[src/rtl/vpcc_ram.sv]
// Generic single-write, single-read RAM with registered read data.
// No dependencies.
module vpcc_ram #(
  parameter int Width = 8,
  parameter int Depth = 8
) (
  input  logic                                clk_i,
  input  logic                                we_i,
  input  logic [(Depth > 1 ? $clog2(Depth) : 1)-1:0] waddr_i,
  input  logic [Width-1:0]                    wdata_i,
  input  logic [(Depth > 1 ? $clog2(Depth) : 1)-1:0] raddr_i,
  output logic [Width-1:0]                    rdata_o
);
  logic [Width-1:0] mem [Depth];
  logic [Width-1:0] rdata_q;

  always_ff @(posedge clk_i) begin
    if (we_i) begin
      mem[waddr_i] <= wdata_i;
    end
    rdata_q <= mem[raddr_i];
  end

  assign rdata_o = rdata_q;
endmodule

[config.mk]
export PLATFORM = sky130hd
export DESIGN_NAME = vpcc_ram
export DESIGN_NICKNAME = d
export VERILOG_FILES = /design/src/rtl/vpcc_ram.sv
export SDC_FILE = /design/constraint.sdc
export NUM_CORES = 1
export LEC_CHECK = 0
export ABC_CLOCK_PERIOD_IN_PS = 2110
export BUFFER_PORTS_ARGS = -buffer_cell sky130_fd_sc_hd__buf_2
export CAP_MARGIN = 20
export CORE_MARGIN = 2
export CORE_UTILIZATION = 41
export CTS_BUF_LIST = sky130_fd_sc_hd__clkbuf_4
export CTS_CLUSTER_DIAMETER = 40
export DETAILED_ROUTE_END_ITERATION = 16
export PLACE_DENSITY = 0.66
export SLEW_MARGIN = 20
export SYNTH_ARGS = -nofsm -noshare
export SYNTH_HDL_FRONTEND = slang
export SYNTH_SLANG_ARGS = --single-unit
[constraint.sdc]
create_clock -name clk_i -period 2.11 [get_ports clk_i]
set_clock_uncertainty 0.1 [all_clocks]
set_input_delay 0.1055 -clock clk_i [delete_from_list [all_inputs] [get_ports clk_i]]
set_output_delay 0.1055 -clock clk_i [all_outputs]
set_load 0.05 [all_outputs]
After elaboration in Yosys (flattened, before gate mapping)
Memories as Yosys holds them, arrays and structs flattened. A register that Yosys moved wholly into a read port is not among the register bits.
Cells that the tools add are included.
- flip-flop bits (word level): 0
- latch bits: 0
- memory bits (writable): 64
- ROM bits: 0
- input bits: 16
- output and inout bits: 8
- word-level logic and storage cells: 3
- memories kept: 1
- $add $sub $neg: 0
- multipliers: 0
- divide/modulo/power cells: 0
- $lt $le $gt $ge: 0
- equal/unequal tests: 0
- shift operators: 0
- multiplexer cells: 2
- bitwise gates (word level): 0
- reduce and logical (&&, ||, !) cells: 0
- memories (name ; words ; width ; rd ports ; clocked after memory_dff ; wr ports ; RTL line ; source):
    mem ; 8 ; 8 ; 1 ; 1 ; 1 ; 14 ; logic [Width-1:0] mem [Depth];
- operators with widths (kind ; count):
    $mux W1 ; 2

Logic depth before layout (Yosys ltp)
Gate-level depths: netlist of run 1.
- depth after elaboration: 2
- gate-level depth with buffers: 4
- depth with buffers taken out: 2

Worst setup path before layout of run 1
No wires, ideal clock.
- kind: input -> register
- from: input waddr_i[2] (netlist name)
- to: memory mem[0][0] (enable)
- library setup time: 0.383 ns
- arrival: 0.883 ns
- data required time: 1.627 ns
- path slack: 0.744 ns
- cell stages on the path: 2
- buffers on the path: 0
- cells stage by stage: nand2b_1 -> nor3_1
- RTL lines (what ; RTL line ; source):
    start, declared ; 9 ; input logic [(Depth > 1 ? $clog2(Depth) : 1)-1:0] waddr_i,
    end, declared ; 14 ;
No word-level cell before the write port.

==> metrics.txt, run 1 <==
crit path DAT 1600 ps; proportion of layout cells with a drive suffix above 1 32.9%; DRC 0; I/O pins 24; Static Leak 1.11 nW; largest cells by area after synthesis edfxtp_1 (71%), mux4_1 (15%), dfxtp_1 (6.0%); n_diodes 0; Synth cell types 14; Worst-Margin Slew 471 ps; flops & latches, synth 72; Worst path max stage delay 510 ps; Hold Buf Count CTS 8; initial antenna violation count 0; crit end category flop; GRT Util Overall 13.6%; FMAX 725 MHz; Reg2Reg Setup Slack 730 ps; setup TNS 0 ps; PostCTS Resize Cnt 0; CTS max path bufs 2; Starting Density 42.4%; nets@finish 175; clock root cell clkbuf_4; Hold Startpoint raddr_i[1]; status complete, no violations; CTS tree yes; sequential share of the synthesized area 77.4%; Max Cap Viol 0; RSZ-0062 raised after global routing no; Synth top area share 71.4%; Vias/cell 5.20; Final GP Congestion 0.640; pwr/cell area 849 nW/um^2; Hold Path Sink rdata_o[4]; worst reg2reg startpoint mem[1][0]; wire length of the first global-routing pass 6860 um; CP max FO 1; fill count 501; Final Cycle Share 65.4%; Critical Path RT 2330 ps; Post-DRT Antenna Nets 0; Mapped Area 2690 um^2; Die ar. 7230 um^2; Num CTS Buffers 9; relative max-transition margin 68.6%; WP buf/inv 0; final wirelength 4460 um; VDD IR-drop max 0.364 mV; worst r2r path cells 2; CORE AREA 6350 um^2; Worst Hold Class input pin to flop; syn avg cell area 23.6 um^2; Area growth, synth to finish 16.3%; Die Ht 85.0 um; Hold Path Depth 2; crit-path cells mux4_1 -> mux2_2; Crit path max-delay family multiplexers; final hold viol count 0; Slew Viols, Final 0; vias in the first global route 1,314; drt pass-1 iters 4; clock latency on the worst-skew pair 400 ps; DPL Wire Length 2720 um; cell taking the most area after synthesis edfxtp_1; DR vias 1,252; TritonCTS Sinks 72; R2R Path End rdata_o[0]; row count 29; Mapped Cells 114; syn_nets 130; htree depth 3; Final Setup Violations 0; Tmin final 1380 ps; input/output buffers 23; wire per inst 18.5 um; clock-pin slew on the worst setup and hold paths 120 ps; Setup Buffers After CTS 0; Syn. warnings 0; largest net degree at the start of global routing 17; die width 85.0 um; GRT overflow 0; DRT iter0 DRCs 67; Startpoint Class flop; crit path kind flop to flop; Finished Core Util 49.3%; slowest cell on the critical path mux4_1
kinds of logic after synthesis:
kind of cell	share of synthesized area, %
muxes	18.8
buffers and inverters	1.63
and+or+nand+nor	2.19
DFF	77.4
per-layer routing:
metal / vias to the layer above / part of all wire (%) / global-route usage (%)
li1: 574 / - / -
met1: 644 / 43 / 15.8
met2: 26 / 51 / 21.8
met3: 8 / 3.7 / 4.67
met4: 0 / 2.4 / 8.23
met5: - / 0 / 0
cell usage after synthesis:
| library cell | instances |
|---|---|
| buf_6 | 1 |
| nor2_1 | 6 |
| buf_1 | 1 |
| buf_12 | 1 |
| nand2_1 | 2 |
| buf_2 | 1 |
| nor3_1 | 2 |
| clkbuf_1 | 1 |
| dfxtp_1 | 8 |
| mux4_1 | 15 |
| mux4_2 | 1 |
| edfxtp_1 | 64 |
| nand2b_1 | 3 |
| mux2_2 | 8 |
placed cells by master, fill, tap and decap left out:
cell / n
dlygate4sd3_1: 8
mux4_1: 15
nor3_1: 2
clkinv_2: 2
nor2_1: 6
edfxtp_1: 64
buf_4: 8
nand2b_1: 3
clkbuf_4: 11
mux2_2: 8
clkinv_1: 2
dfxtp_1: 8
bufinv_16: 1
mux4_2: 1
buf_2: 23
nand2_1: 2
metrics by stage:
stage / total power, mW / setup WS, ps / std cells / hold slack, ps / area (um^2)
after floorplan: 1.79 / 744 / 114 / 104 / 2690
after global placement: 1.85 / 494 / 217 / 257 / 2920
after detailed placement: 1.86 / 467 / 217 / 280 / 2920
after CTS: 2.68 / 726 / 241 / 21.8 / 3130
after global routing: 2.75 / 703 / 241 / 13.8 / 3130
final: 2.66 / 730 / 241 / 16.9 / 3130
layout make-up:
cell class / instances / area (um^2) / area share, %
timing repair buffer: 39 / 255 / 8.16
tap: 77 / 96.3 / 3.08
clock inverter: 5 / 47.5 / 1.52
multi-input combinational: 37 / 566 / 18.1
sequential: 72 / 2080 / 66.5
clock buffer: 11 / 82.6 / 2.64
worst reg2reg max path: stages, from the launching register on:
cell,delay (ps)
edfxtp_1,390
mux4_1,510
mux2_2,280
registers in the layout, indices dropped and copies added, names as in the netlist:
signal	flops
mem	64
rdata_o	8
power breakdown:
group | internal, mW | total, mW | switching [mW] | leakage (nW)
combinational | 0.0867 | 0.218 | 0.132 | 0.384
sequential | 1.61 | 1.62 | 0.0119 | 0.649
clock | 0.377 | 0.818 | 0.441 | 0.0757
total | 2.07 | 2.66 | 0.585 | 1.11
how the worst max path moves through the flow:
stage                    start    endpoint  slack [ps]  depth (start not counted)
floorplan           waddr_i[2]   mem[0][0]         740                          2
CTS                  mem[1][0]  rdata_o[0]         730                          2
finish               mem[1][0]  rdata_o[0]         730                          2
global placement    raddr_i[0]  rdata_o[5]         490                          3
global route         mem[1][4]  rdata_o[4]         700                          2
detailed placement  raddr_i[0]  rdata_o[5]         470                          3
Note: power is estimated with default switching activity, not from simulation.
==> run 2, diff against run 1 <==
--- a/config.mk
+++ b/config.mk
@@ -5,7 +5,7 @@
 export SDC_FILE = /design/constraint.sdc
 export NUM_CORES = 1
 export LEC_CHECK = 0
-export ABC_CLOCK_PERIOD_IN_PS = 2110
+export ABC_CLOCK_PERIOD_IN_PS = 1200
 export BUFFER_PORTS_ARGS = -buffer_cell sky130_fd_sc_hd__buf_2
 export CAP_MARGIN = 20
 export CORE_MARGIN = 2
@@ -13,7 +13,7 @@
 export CTS_BUF_LIST = sky130_fd_sc_hd__clkbuf_4
 export CTS_CLUSTER_DIAMETER = 40
 export DETAILED_ROUTE_END_ITERATION = 16
-export PLACE_DENSITY = 0.66
+export PLACE_DENSITY = 0.69
 export SLEW_MARGIN = 20
 export SYNTH_ARGS = -nofsm -noshare
 export SYNTH_HDL_FRONTEND = slang
==> constraint.sdc (replaced) <==
create_clock -name clk_i -period 1.2 [get_ports clk_i]
set_clock_uncertainty 0.1 [all_clocks]
set_input_delay 0.06 -clock clk_i [delete_from_list [all_inputs] [get_ports clk_i]]
set_output_delay 0.06 -clock clk_i [all_outputs]
set_load 0.05 [all_outputs]
==> metrics.txt, run 2 (synthesized netlist as in run 1, its figures left out) <==
status complete, but fails checks (was complete, no violations); failing checks setup timing; Static Leak 1.09 nW (was 1.11 nW); Finished Core Util 49.3% (about the same); Final Cycle Share 113% (was 65.4%); pwr/cell area 1420 nW/um^2 (was 849 nW/um^2); vias in the first global route 1,326 (was 1,314); max reg flops 64 (unchanged); setup ws final -156 ps (was 730 ps); R2R Path End rdata_o[7] (was rdata_o[0]); I/O pins 24 (unchanged); CP startpoint mem[0][7] (was mem[1][0]); nets@finish 178 (was 175); Die Ht 85.0 um (unchanged); worst reg2reg startpoint mem[0][7] (was mem[1][0]); htree depth 3 (unchanged); DPL Wire Length 2820 um (was 2720 um); Largest Register mem (unchanged); Post-DRT Antenna Nets 0 (unchanged); TritonCTS Sinks 72 (unchanged); Critical Path RT 1400 ps (was 2330 ps); clock root cell clkbuf_4 (unchanged); crit end category flop (unchanged); clock-pin slew on the worst setup and hold paths 110 ps (was 120 ps); Tot Pwr 4.45 mW (was 2.66 mW); input/output buffers 23 (unchanged); FMAX 738 MHz (was 725 MHz); hold_ws 97.7 ps (was 16.9 ps); largest net degree at the start of global routing 17 (unchanged); DRT iter0 DRCs 87 (was 67); DRC 0 (unchanged); Num CTS Buffers 9 (unchanged); Startpoint Class flop (unchanged); Final Setup Violations 8 (was 0); VDD IR-drop max 0.687 mV (was 0.364 mV); fin cells 244 (was 241); CP max FO 1 (unchanged); final hold viol count 0 (unchanged); final wirelength 4670 um (was 4460 um); worst r2r path cells 2 (unchanged); end point of the critical path rdata_o[7] (was rdata_o[0]); Starting Density 42.4% (unchanged); Final GP Congestion 0.640 (about the same); Die ar. 7230 um^2 (unchanged); RSZ-0062 raised after global routing yes (was no); Tmin final 1360 ps (was 1380 ps); CTS max path bufs 2 (unchanged); GRT Util Overall 14.2% (was 13.6%); CTS tree yes (unchanged); n_diodes 0 (unchanged); Setup Buffers After CTS 0 (unchanged); die width 85.0 um (unchanged); initial antenna violation count 0 (unchanged); Worst Hold Class input pin to flop (unchanged); Reg2Reg Setup Slack -160 ps (was 730 ps); GRT overflow 0 (unchanged); Area growth, synth to finish 16.4% (was 16.3%); most common cell after layout, fill and taps aside edfxtp_1 (unchanged); drt pass-1 iters 4 (unchanged); proportion of layout cells with a drive suffix above 1 42.5% (was 32.9%); placed cell count 219 (was 217); Vias/cell 5.10 (was 5.20); Slew Viols, Final 0 (unchanged); crit path kind flop to flop (unchanged); Worst-Margin Slew 269 ps (was 471 ps); commonest non-fill, non-tap cells in the layout edfxtp_1 (64), buf_2 (21), mux4_2 (15) (was edfxtp_1 (64), buf_2 (23), mux4_1 (15)); clock latency on the worst-skew pair 400 ps (about the same); wire length of the first global-routing pass 7220 um (was 6860 um); DR vias 1,245 (was 1,252); Max Cap Viol 0 (unchanged); wire per inst 19.1 um (was 18.5 um); CORE AREA 6350 um^2 (unchanged); relative max-transition margin 82.0% (was 68.6%); crit path DAT 1550 ps (was 1600 ps); row count 29 (unchanged)
## run 2: cell types whose count changed in the layout (fill, tap and decap cells not counted), moves of 5 or more
cell,previous run,this run
mux4_1,15,1
mux4_2,1,15
mux2_2,8,3
mux2_4,0,5
## run 2: worst min-delay path by stage
stage                    start         to  slack (ps)  cells after the start
floorplan           wdata_i[0]  mem[0][0]          60                      0
global placement    wdata_i[5]  mem[1][5]         210                      1
detailed placement  wdata_i[7]  mem[1][7]         240                      1
CTS                 waddr_i[0]  mem[0][1]          70                      3
global route        waddr_i[1]  mem[4][3]          90                      3
finish              waddr_i[0]  mem[4][3]         100                      3
## run 2: layout make-up
cell class,count,area (um^2)
fill,507,3220
timing repair buffer,42,310
multi-input combinational,37,542
clock inverter,6,26.3
sequential,72,2080
tap,77,96.3
clock buffer,10,75.1
## run 2: repair_timing
| action | 4_1_cts | 5_1_grt |
|---|---|---|
| resized for setup | 18 | 3 |
| endpoints found under the setup margin | 9 | 9 |
| endpoints found under the hold margin | 70 | 0 |
| hold buffers | 9 | 0 |
## run 2: critical path, stage by stage, from the launching register on
cell and delay, ps:
edfxtp_1 410, mux4_2 460, mux2_4 280
## run 2: through the flow
stage	setup WS (ps)	TNS (ps)	cell area (um^2)
after floorplan	-90.4	-716	2710
after global placement	-175	-1250	2970
after CTS	-146	-1080	3130
final	-156	-1060	3130
after detailed placement	-210	-1630	2970
after global routing	-190	-1300	3130
## run 2: power by group
| part | total (mW) | switching, mW | internal, mW |
|---|---|---|---|
| clock | 1.16 | 0.746 | 0.419 |
| combinational | 0.432 | 0.244 | 0.188 |
| sequential | 2.85 | 0.0262 | 2.83 |
## run 2: metal layers
| metal | up-vias | part of all wire (%) | routed length [um] | global-route usage [%] |
|---|---|---|---|---|
| met4 | 0 | 1.7 | 81 | 9.96 |
| met1 | 635 | 41 | 1910 | 16.7 |
| met3 | 7 | 5.0 | 235 | 3.02 |
| met2 | 37 | 52 | 2440 | 23.1 |
| li1 | 566 | - | - | - |
| met5 | - | 0 | 0 | 0 |
